===== config.mk =====
export PLATFORM = sky130hd
export DESIGN_NAME = lc2k_reg_file
export DESIGN_NICKNAME = d
export VERILOG_FILES = /design/src/hw/rtl/lc2k_pkg.sv /design/src/hw/rtl/lc2k_reg_file.sv
export SDC_FILE = /design/constraint.sdc
export NUM_CORES = 1
export LEC_CHECK = 0
export BUFFER_PORTS_ARGS = -buffer_cell sky130_fd_sc_hd__clkbuf_2
export CAP_MARGIN = 30
export CORE_MARGIN = 5
export CORE_UTILIZATION = 30
export CTS_CLUSTER_DIAMETER = 100
export CTS_CLUSTER_SIZE = 40
export DETAILED_ROUTE_END_ITERATION = 7
export PLACE_DENSITY = 0.58
export SYNTH_ARGS = -nofsm -noshare
export SYNTH_HDL_FRONTEND = slang
export SYNTH_SLANG_ARGS = --single-unit

===== constraint.sdc =====
create_clock -name clk -period 13.6 [get_ports clk]
set_clock_uncertainty 0.1 [all_clocks]
set_input_delay 0.68 -clock clk [delete_from_list [all_inputs] [get_ports clk]]
set_output_delay 0.68 -clock clk [all_outputs]
set_load 0.02 [all_outputs]

===== src/hw/rtl/lc2k_pkg.sv =====
// Shared types, codes and helper functions of the instruction executor.
// No dependencies; used by the top level, the main memory and the register file.
package lc2k_pkg;

  // Item operation codes carried on the slave-side tuser.
  localparam logic [1:0] OP_LOAD_MEM = 2'd0;
  localparam logic [1:0] OP_STEP     = 2'd1;
  localparam logic [1:0] OP_READ_MEM = 2'd2;
  localparam logic [1:0] OP_READ_REG = 2'd3;

  // Instruction opcodes, bits 24..22 of an instruction word.
  localparam logic [2:0] OPC_ADD  = 3'd0;
  localparam logic [2:0] OPC_NAND = 3'd1;
  localparam logic [2:0] OPC_LW   = 3'd2;
  localparam logic [2:0] OPC_SW   = 3'd3;
  localparam logic [2:0] OPC_BEQ  = 3'd4;
  localparam logic [2:0] OPC_JALR = 3'd5;
  localparam logic [2:0] OPC_HALT = 3'd6;
  localparam logic [2:0] OPC_NOOP = 3'd7;

  localparam int REG_COUNT = 8;
  localparam int REG_AW    = 3;
  localparam int WORD_W    = 32;
  localparam int PC_W      = 16;
  localparam int IN_DATA_W  = 48;
  localparam int OUT_DATA_W = 120;

  typedef struct packed {
    logic en;
    logic we;
  } mem_ctl_t;

  typedef struct packed {
    logic              re;
    logic [REG_AW-1:0] addr_a;
    logic [REG_AW-1:0] addr_b;
  } rf_rd_t;

  typedef struct packed {
    logic              we;
    logic [REG_AW-1:0] addr;
    logic [WORD_W-1:0] data;
  } rf_wr_t;

  // Weighted cycle cost of one executed instruction.
  function automatic logic [3:0] cycle_weight(input logic [2:0] opc);
    logic [3:0] w;
    unique case (opc) inside
      OPC_ADD, OPC_NAND: w = 4'd2;
      OPC_LW, OPC_SW:    w = 4'd8;
      OPC_BEQ:           w = 4'd4;
      default:           w = 4'd1;
    endcase
    return w;
  endfunction

endpackage


===== src/hw/rtl/lc2k_reg_file.sv =====
// Eight-entry register file: two registered read ports, one write port.
// Depends on lc2k_pkg; per-entry valid bits make unwritten entries read zero.
module lc2k_reg_file (
  input  logic                        clk,
  input  logic                        rst,
  input  lc2k_pkg::rf_rd_t            rd,
  input  lc2k_pkg::rf_wr_t            wr,
  output logic [lc2k_pkg::WORD_W-1:0] rdata_a,
  output logic [lc2k_pkg::WORD_W-1:0] rdata_b
);

  logic [lc2k_pkg::WORD_W-1:0]    regs [lc2k_pkg::REG_COUNT];
  logic [lc2k_pkg::REG_COUNT-1:0] valid;

  always_ff @(posedge clk) begin
    if (rst) begin
      valid <= '0;
    end else if (wr.we) begin
      valid[wr.addr] <= 1'b1;
    end
  end

  always_ff @(posedge clk) begin
    if (wr.we) begin
      regs[wr.addr] <= wr.data;
    end
    if (rd.re) begin
      rdata_a <= valid[rd.addr_a] ? regs[rd.addr_a] : '0;
      rdata_b <= valid[rd.addr_b] ? regs[rd.addr_b] : '0;
    end
  end

endmodule


==> reports/metrics.yaml, run 1 <==
status: "completed"
share_of_power_burned_in_registers: 0.633
floorplan.rows: 79
worstPathRequired_ns: 13.70
syn-cell-area_um2: 14100
post-route-drc-count: 0
grt_first_pass_wirelength_um: 48700
io_buffer_count: 108
layout.core_utilization: 0.339
layout_common_cells: "edfxtp_1 (320), mux4_2 (130), clkbuf_2 (101), nor2_1 (69), mux2i_1 (64)"
htree_num_levels: 1
timing.hold.worst_endpoint: "valid[0]$_SDFFE_PP0P_"
reg2reg_to: "rdata_a[18]$_SDFFCE_PN0P_"
postSynthCellCount: 655
cts-resized-gates: 0
synth.largest_area_cell: "edfxtp_1"
place.gp.congestion: 0.713
topRoutingLayerUsed: "met5"
grt_pass1_vias: 7221
wirelength_um: 32800
grt_start_max_net_pins: 44
tritoncts: "done"
final.setup.tns_ns: 0
r2r_start: "valid[7]$_SDFFE_PP0P_"
wl_met2_um: 16800
timing.fmax_mhz: 355
grt_util_all_layers: 0.128
hold_depth: 2
m1WireLength_um: 13600
total_i_o_pin_count: 109
grt_setup_unrepaired: "false"
drive_gt1_frac: 0.384
power_frac_clock: 0.272
max_cap_violations: 0
multi_input_comb_area_um2: 4120
powerDensity_nw_per_um2: 116
power_frac_comb: 0.095
final.fill_count: 4334
worst_r2r_path_depth: 4
total_leakage_power_uw: 0.00523
synthDominantCellAreaShare: 0.681
worst_ir_drop_vdd_mv: 0.0756
grt.overflow.total: 0
die_area_um2: 51500
grt_antenna_before_repair: 5
layout_commonest_cell: "edfxtp_1"
core_area_um2: 46600
yosysSeqAreaShare: 0.693
finalNetCount: 799
synth-seq-cells: 328
holdCritPathClass: "input pin to register"
period_share: 0.207
p_sw_uw: 421
detailed_place_hpwl_um: 19800
layout-area-overhead-vs-synth_pct: 11.9
cp-start-kind: "input pin"
finalMaxSlewViolations: 0
average_wire_length_per_cell_after_detail_routing_um: 24.0
clockBufferDepth: 3
cp_endpoint_kind: "register"
mappedNetlistNets: 700
detail-route-antenna-nets: 0
clock_sinks: 328
library_cells_used_by_synthesis: 21
drt-vias-per-instance: 4.93
timing.slew.headroom: 0.373
hold_path_startpoint: "rst"
drt_first_pass_iters: 5
clock-root-buffer: "clkbuf_16"
area.sequential_um2: 9770
post_synth.cell_area_avg_um2: 21.5
cp.arrival_ns: 2.92
clk_pin_slew_worst_paths_ns: 0.14
internal_power_uw: 1420
worst_slew_pin_slew_ns: 0.936
die_height_um: 227
hold_viol: 0
synth_area_leaders: "edfxtp_1 (68%), mux4_2 (21%), mux2i_1 (4.5%)"
worstSkewPairLatency_ns: 0.51
drt_iter0_markers: 528
period_minus_slack_ns: 2.82
cts_buffers: 13
cts.hold.buffers_added: 0
floorplan.initialDensity: 0.303
setup_cp_type: "input pin to register"
detailroute.via_count: 6748
regToRegSetupSlack_ns: 11.29
synth_warnings: 0
met3_length_um: 2140
die_x_um: 227
power.switching_fraction: 0.229
setup_viol: 0
timing.critical_path.fanout_max: 34
post_cts.repair.setup_buffers: 0
synth_stat cells (all sizes together):
master,number
nor3b,1
nand2,2
buf,38
nor3,1
edfxtp,320
clkbuf,4
mux4,132
and4b,2
nor4bb,2
nor4b,1
dfxtp,8
nor2,75
mux2i,66
o21ba,3
critical path, stage by stage:
cell and delay [ns]:
buf_4 0.42, buf_4 0.58, mux2i_4 0.66, buf_4 0.43, nor2_1 0.08
worst max path at each step:
stage | start | end | slack (ns) | depth (start not counted)
4_1_cts | rd[4] | rdata_a[18]$_SDFFCE_PN0P_ | 10.74 | 5
3_3_place_gp | rd[4] | rdata_a[29]$_SDFFCE_PN0P_ | 10.18 | 5
6_report | rd[4] | rdata_a[18]$_SDFFCE_PN0P_ | 10.78 | 5
2_1_floorplan | wr[32] | regs[0][0]$_DFFE_PP_ | 8.80 | 1
5_1_grt | rd[0] | rdata_b[21]$_SDFFCE_PN0P_ | 10.65 | 5
3_5_place_dp | rd[4] | rdata_a[29]$_SDFFCE_PN0P_ | 10.21 | 5
area by class of cell:
cell class                      count  share of cell area
Clock buffer                       16              0.0213
Clock inverter                      5             0.00460
Sequential cell                   328               0.619
Antenna cell                        3            0.000475
Timing Repair Buffer              126              0.0461
Multi-Input combinational cell    285               0.261
Tap cell                          607              0.0481
flip-flops by register name, indices dropped and copies added, names as in the netlist:
name     count
rdata_a     32
valid        8
rdata_b     32
regs       256
layer usage:
metal  GRT usage  vias to the layer above
met1       0.173                     3602
met5           0                        -
met3      0.0258                       23
li1            -                     2943
met2       0.223                      174
met4      0.0161                        6
power groups by stage:
stage	logic, uW	clock network [uW]	registers [uW]
global placement	179	0	1180
global route	191	554	1170
detailed placement	181	0	1190
floorplan	106	0	1190
finish	175	499	1160
CTS	181	516	1160
cells by family after synthesis:
| group | count (synthesis) | share of synthesized area |
|---|---|---|
| AO/OA/AOI/OAI | 3 | 0.00213 |
| buffers and inverters | 42 | 0.0202 |
| flip-flops | 328 | 0.693 |
| multiplexers | 198 | 0.259 |
| AND/OR/NAND/NOR | 84 | 0.0257 |
metrics by stage:
stage                     total power [uW]  setup slack (ns)  hold slack (ns)  instances  area [um^2]
final                                 1840             10.78            0.327       1370        15800
after global routing                  1910             10.65            0.309       1367        15800
after CTS                             1860             10.74            0.303       1367        15800
after detailed placement              1370             10.21            0.375       1346        15400
after global placement                1360             10.18            0.366       1344        15300
after floorplan                       1300              8.80            0.349        655        14100
Power figures use the tool's default switching activity.
==> inputs of run 2 (changes only) <==
--- a/config.mk
+++ b/config.mk
@@ -12,7 +12,7 @@
 export CTS_CLUSTER_DIAMETER = 100
 export CTS_CLUSTER_SIZE = 40
 export DETAILED_ROUTE_END_ITERATION = 7
-export PLACE_DENSITY = 0.58
+export PLACE_DENSITY = 0.59
 export SYNTH_ARGS = -nofsm -noshare
 export SYNTH_HDL_FRONTEND = slang
 export SYNTH_SLANG_ARGS = --single-unit
==> constraint.sdc (replaced) <==
create_clock -name clk -period 2.3 [get_ports clk]
set_clock_uncertainty 0.1 [all_clocks]
set_input_delay 0.115 -clock clk [delete_from_list [all_inputs] [get_ports clk]]
set_output_delay 0.115 -clock clk [all_outputs]
set_load 0.02 [all_outputs]
==> run 2 against run 1 <==
Compared with the run above:
- non-clock buffer count up 46
- core utilization up 1.2 points
- hold slack worse by 0.33 ns
- final cell count increased by 3.1%
- count of clock-buffer cells in the layout unchanged
- global-route usage is 0.43 points lower
- sequential power grew to 5.9 times the previous value
- sequential share of layout area is 2.2 points lower
- critical path depth is 1 lower
- clock power grew to 5.7 times the previous value
- first-iteration DRC count decreased by 19%
- largest cell class unchanged
- highest routed layer unchanged
==> reports/metrics.yaml, run 2 (synthesis gave the netlist of run 1 again) <==
final.setup.tns_ns: 0  # unchanged
floorplan.rows: 79  # unchanged
hold_depth: 1  # -1
period_minus_slack_ns: 1.88
floorplan.initialDensity: 0.303  # unchanged
setup_viol: 0  # unchanged
cp.arrival_ns: 2.05  # -0.87 ns
cts-resized-gates: 0  # unchanged
use_met3: 0.0205  # -0.00531
wirelength_um: 32400  # -1.3%
finalMaxSlewViolations: 0  # unchanged
total_leakage_power_uw: 0.00547  # +4.7%
clk_pin_slew_worst_paths_ns: 0.13  # about the same
worst_r2r_path_depth: 4  # unchanged
timing.hold.worst_endpoint: "rdata_a[2]$_SDFFCE_PN0P_"
die_x_um: 227  # unchanged
hold_viol: 0  # unchanged
cp_endpoint_kind: "register"
post-route-drc-count: 0  # unchanged
worstSkewPairLatency_ns: 0.51  # about the same
drive_gt1_frac: 0.375  # -0.00906
layout_commonest_cell: "edfxtp_1"
clockBufferDepth: 3  # unchanged
most_flops_register: "regs"
finalNetCount: 844  # +5.6%
grt_use_met2: 0.217  # -0.00588
timing.critical_path.fanout_max: 16  # -53%
die_height_um: 227  # unchanged
place.gp.congestion: 0.705  # -1.1%
final.fill_count: 4254  # -1.8%
drt_first_pass_iters: 4  # -1
reg2reg_to: "rdata_b[26]$_SDFFCE_PN0P_"
core_area_um2: 46600  # unchanged
cts_buffers: 12  # -1
htree_num_levels: 1  # unchanged
die_area_um2: 51500  # unchanged
cts.hold.buffers_added: 35  # +35
drt-vias-per-instance: 4.90  # -0.50%
post_cts.repair.setup_buffers: 0  # unchanged
detailed_place_hpwl_um: 19400  # -2.1%
drt_iter0_markers: 426  # -19%
clock_sinks: 328  # unchanged
grt_pass1_vias: 7298  # +1.1%
clock-root-buffer: "clkbuf_16"
r2r_start: "valid[1]$_SDFFE_PP0P_"
period_share: 0.817
grt_util_all_layers: 0.124  # -0.00425
timing.fmax_mhz: 532
worst_slew_pin_slew_ns: 0.520  # -0.415 ns
io_buffer_count: 108  # unchanged
cp-start-kind: "register"
setup_cp_type: "register to register"
hold_path_startpoint: "rd[6]"
total_i_o_pin_count: 109  # unchanged
busiest_layer: "met2"
grt_setup_unrepaired: "false"
layout_common_cells: "edfxtp_1 (320), mux4_2 (130), clkbuf_2 (101), nor2_1 (69), mux2i_1 (64)"
timing.slew.headroom: 0.653  # +0.280
detailroute.via_count: 6925  # +2.6%
worst_ir_drop_vdd_mv: 0.424  # +460%
detail-route-antenna-nets: 0  # unchanged
grt_first_pass_wirelength_um: 47700  # -2.1%
layout-area-overhead-vs-synth_pct: 16.1
overall_power_uw: 10900  # +490%
largest_registers_ranked_by_flip_flop_count: "regs (256), rdata_a (32), rdata_b (32)"
worstPathRequired_ns: 2.47  # -11.23 ns
powerDensity_nw_per_um2: 663  # +470%
holdCritPathClass: "input pin to register"
regToRegSetupSlack_ns: 0.42  # -10.87 ns
grt.overflow.total: 0  # unchanged
average_wire_length_per_cell_after_detail_routing_um: 22.9  # -4.3%
flip_flop_count_of_the_largest_register_after_layout: 256  # unchanged
max_cap_violations: 0  # unchanged
grt_start_max_net_pins: 42  # -4.5%
status: "completed"
groute.layer.met1.usage: 0.168  # -0.00441
tritoncts: "done"
grt_antenna_before_repair: 4  # -1
-- run 2: changes by cell type in the layout (fill, tap and decap cells not counted), moves of 2 or more --
cell | before | now
buf_12 | 0 | 16
buf_16 | 2 | 0
buf_2 | 2 | 0
diode_2 | 3 | 1
dlygate4sd3_1 | 0 | 35
inv_6 | 3 | 1
inv_8 | 0 | 2
-- run 2: power by group --
part	internal (uW)	leakage, uW	switching, uW
clock network	1090	0.000184	1760
registers	6780	0.00305	86.9
logic	535	0.00223	602
total	8400	0.00547	2450
-- run 2: routing by layer --
| metal | up-vias | share of wire |
|---|---|---|
| li1 | 3029 | - |
| met1 | 3744 | 0.43 |
| met2 | 120 | 0.51 |
| met3 | 26 | 0.043 |
| met4 | 6 | 0.0088 |
| met5 | - | 0.0013 |
-- run 2: final cells by class --
type,instances,area (um^2),share of cell area
Sequential cell,328,9770,0.597
Clock buffer,16,337,0.0206
Multi-Input combinational cell,285,4140,0.253
Timing Repair Buffer,172,1330,0.0810
Antenna cell,1,2.50,0.000153
Clock inverter,4,40.0,0.00245
Tap cell,607,759,0.0464
-- run 2: worst max-delay path, stage by stage (launching register included) --
cell	delay, ns
dfxtp_1	0.35
mux4_1	0.57
mux2i_4	0.19
buf_4	0.33
nor2_1	0.10
-- run 2: how the worst max path moves through the flow --
stage | start | end | slack [ns] | depth (start not counted)
2_1_floorplan | wr[34] | regs[7][0]$_DFFE_PP_ | 0.19 | 2
3_3_place_gp | rd[0] | rdata_b[26]$_SDFFCE_PN0P_ | 0.41 | 5
3_5_place_dp | rd[0] | rdata_b[26]$_SDFFCE_PN0P_ | 0.40 | 5
4_1_cts | valid[1]$_SDFFE_PP0P_ | rdata_b[26]$_SDFFCE_PN0P_ | 0.41 | 4
5_1_grt | valid[1]$_SDFFE_PP0P_ | rdata_b[26]$_SDFFCE_PN0P_ | 0.35 | 4
6_report | valid[1]$_SDFFE_PP0P_ | rdata_b[26]$_SDFFCE_PN0P_ | 0.42 | 4
-- run 2: per-stage QoR --
step / cells / worst slack (ns) / instance area [um^2] / utilization / hold slack (ns)
floorplan: 655 / 0.189 / 14200 / - / 0.0874
global placement: 1357 / 0.406 / 15600 / 0.336 / 0.288
detailed placement: 1357 / 0.402 / 15600 / 0.336 / 0.295
CTS: 1412 / 0.410 / 16400 / 0.352 / 0.00545
global route: 1412 / 0.347 / 16400 / 0.352 / 0.0137
finish: 1413 / 0.420 / 16400 / 0.352 / 0.000244
==> inputs of run 3 (changes only) <==
--- a/config.mk
+++ b/config.mk
@@ -12,7 +12,7 @@
 export CTS_CLUSTER_DIAMETER = 100
 export CTS_CLUSTER_SIZE = 40
 export DETAILED_ROUTE_END_ITERATION = 7
-export PLACE_DENSITY = 0.59
+export PLACE_DENSITY = 0.58
 export SYNTH_ARGS = -nofsm -noshare
 export SYNTH_HDL_FRONTEND = slang
 export SYNTH_SLANG_ARGS = --single-unit
==> constraint.sdc (replaced) <==
create_clock -name clk -period 1.9 [get_ports clk]
set_clock_uncertainty 0.1 [all_clocks]
set_input_delay 0.095 -clock clk [delete_from_list [all_inputs] [get_ports clk]]
set_output_delay 0.095 -clock clk [all_outputs]
set_load 0.02 [all_outputs]
==> run 3 against run 2 <==
Compared with the run above:
- count of clock-buffer cells in the layout shrank 3
- cell area grew 0.68%
- routed wire length grew 0.52%
- combinational power grew 22%
- total power grew 24%
- clock power grew 31%
- critical path type unchanged
- critical path depth is the same
- first-iteration DRC count grew 21%
- worst setup slack lost 0.29 ns
- largest power group unchanged
- highest routed layer unchanged
==> reports/metrics.yaml, run 3 (synthesis gave the netlist of run 1 again) <==
setup_viol: 0  # unchanged
grt_pass1_vias: 7329  # +0.42%
drive_gt1_frac: 0.377  # +0.00218
finalNetCount: 843  # -0.12%
drt-vias-per-instance: 4.92  # +0.43%
worst_path_max_delay_cell: "mux4_1"
cp_endpoint_kind: "register"
grt_setup_unrepaired: "false"
drt_first_pass_iters: 4  # unchanged
worstSkewPairLatency_ns: 0.51  # about the same
die_height_um: 227  # unchanged
p_sw_uw: 3070  # +25%
grt_start_max_net_pins: 65  # +55%
grt_first_pass_wirelength_um: 47700  # +0.12%
crit_path_max_incr_delay_ns: 0.55  # -0.02 ns
timing.critical_path.fanout_max: 10  # -6
total_leakage_power_uw: 0.00552  # +0.92%
io_buffer_count: 108  # unchanged
clk_pin_slew_worst_paths_ns: 0.13  # about the same
post_dp_cell_area_um2: 15700  # +0.42%
crit_chain: "mux4_1 > mux2i_4 > buf_4 > nor2_1"
share_of_power_burned_in_registers: 0.619  # -0.014
worst_ir_drop_vdd_mv: 0.583  # +38%
tritoncts: "done"
powerDensity_nw_per_um2: 815  # +23%
layout.core_utilization: 0.354  # +0.00239
cts-resized-gates: 0  # unchanged
layout-area-overhead-vs-synth_pct: 16.9
setup_cp_type: "register to register"
detail-route-antenna-nets: 0  # unchanged
cell_area_after_layout_um2: 16500  # +0.68%
drt_iter0_markers: 515  # +21%
floorplan.initialDensity: 0.303  # unchanged
cts_buffers: 13  # +1
total_i_o_pin_count: 109  # unchanged
place.gp.congestion: 0.693  # -1.7%
core_area_um2: 46600  # unchanged
cp-start-kind: "register"
final.setup.tns_ns: 0  # unchanged
detailroute.via_count: 6940  # +0.22%
grt_util_all_layers: 0.125  # +0.00104
insertedDiodeCount: 0  # -1
most_flops_register: "regs"
largest_registers_ranked_by_flip_flop_count: "regs (256), rdata_a (32), rdata_b (32)"
grt.overflow.total: 0  # unchanged
layout_common_cells: "edfxtp_1 (320), mux4_2 (130), clkbuf_2 (101), nor2_1 (69), mux2i_1 (64)"
status: "completed"
cts.hold.buffers_added: 34  # -2.9%
worst_slew_pin_slew_ns: 0.458  # -0.0626 ns
power.switching_fraction: 0.228  # +0.00292
cp.arrival_ns: 1.93  # -0.12 ns
average_wire_length_per_cell_after_detail_routing_um: 23.1  # +0.74%
cp_num_buf_inv: 1  # unchanged
floorplan.rows: 79  # unchanged
post-route-drc-count: 0  # unchanged
flip_flop_count_of_the_largest_register_after_layout: 256  # unchanged
htree_num_levels: 1  # unchanged
clock-root-buffer: "clkbuf_16"
worstPathRequired_ns: 2.07  # -0.40 ns
period_share: 0.929  # +0.112
timing.fmax_mhz: 567  # +6.5%
timing.slew.headroom: 0.695  # +0.0418
detailed_place_hpwl_um: 19200  # -1.0%
grt_antenna_before_repair: 1  # -3
layout_commonest_cell: "edfxtp_1"
internal_power_uw: 10400  # +23%
period_minus_slack_ns: 1.77  # -0.115 ns
critPathTopFamily: "multiplexers"
power_frac_clock: 0.278  # +0.015
power_frac_comb: 0.104  # about the same
finalMaxSlewViolations: 0  # unchanged
hold_viol: 0  # unchanged
die_area_um2: 51500  # unchanged
clock_sinks: 328  # unchanged
max_cap_violations: 0  # unchanged
post_cts.repair.setup_buffers: 0  # unchanged
holdCritPathClass: "input pin to register"
die_x_um: 227  # unchanged
clockBufferDepth: 3  # unchanged
wirelength_um: 32600  # +0.52%
run 3: final timing paths:
check / from / end / slack [ns] / cells past startpoint
worst min-delay path: rd[6] / rdata_a[23]$_SDFFCE_PN0P_ / 0.03 / 2
worst min register to register: valid[2]$_SDFFE_PP0P_ / valid[2]$_SDFFE_PP0P_ / 0.40 / 2
worst max register to register: valid[1]$_SDFFE_PP0P_ / rdata_b[11]$_SDFFCE_PN0P_ / 0.13 / 4
worst max-delay path: valid[1]$_SDFFE_PP0P_ / rdata_b[11]$_SDFFCE_PN0P_ / 0.13 / 4
run 3: cell type report:
class	count	area (um^2)
Fill cell	4274	30100
Clock inverter	7	110
Multi-Input combinational cell	285	4140
Timing Repair Buffer	170	1380
Sequential cell	328	9770
Clock buffer	13	325
Tap cell	607	759
run 3: power groups by stage:
| stage | clock network, uW | registers [uW] | logic, uW |
|---|---|---|---|
| 5_1_grt | 4120 | 8340 | 1500 |
| 4_1_cts | 3850 | 8320 | 1430 |
| 2_1_floorplan | 0 | 8530 | 767 |
| 3_5_place_dp | 0 | 8480 | 1360 |
| 6_report | 3730 | 8310 | 1390 |
| 3_3_place_gp | 0 | 8470 | 1350 |
run 3: routing by layer:
metal	global-route usage	routed length, um	part of all wire
met5	0	13	0.00040
met1	0.172	14200	0.44
met4	0.0149	314	0.0096
met2	0.221	16800	0.52
met3	0.0164	1250	0.038
run 3: metrics by stage:
step | cells | total power [uW] | worst slack, ns | hold WS, ns
3_5_place_dp | 1356 | 9840 | 0.0905 | 0.274
4_1_cts | 1410 | 13600 | 0.130 | 0.0427
2_1_floorplan | 655 | 9300 | -0.128 | 0.0674
5_1_grt | 1410 | 14000 | 0.0736 | 0.0249
3_3_place_gp | 1356 | 9820 | 0.104 | 0.276
6_report | 1410 | 13400 | 0.135 | 0.0302
run 3: worst reg2reg max path: cells and delay by family, from the launching register on:
family / cells / cell delay, ns
flip-flops: 1 / 0.35
AND/OR/NAND/NOR: 1 / 0.08
multiplexers: 2 / 0.75
buffers and inverters: 1 / 0.25
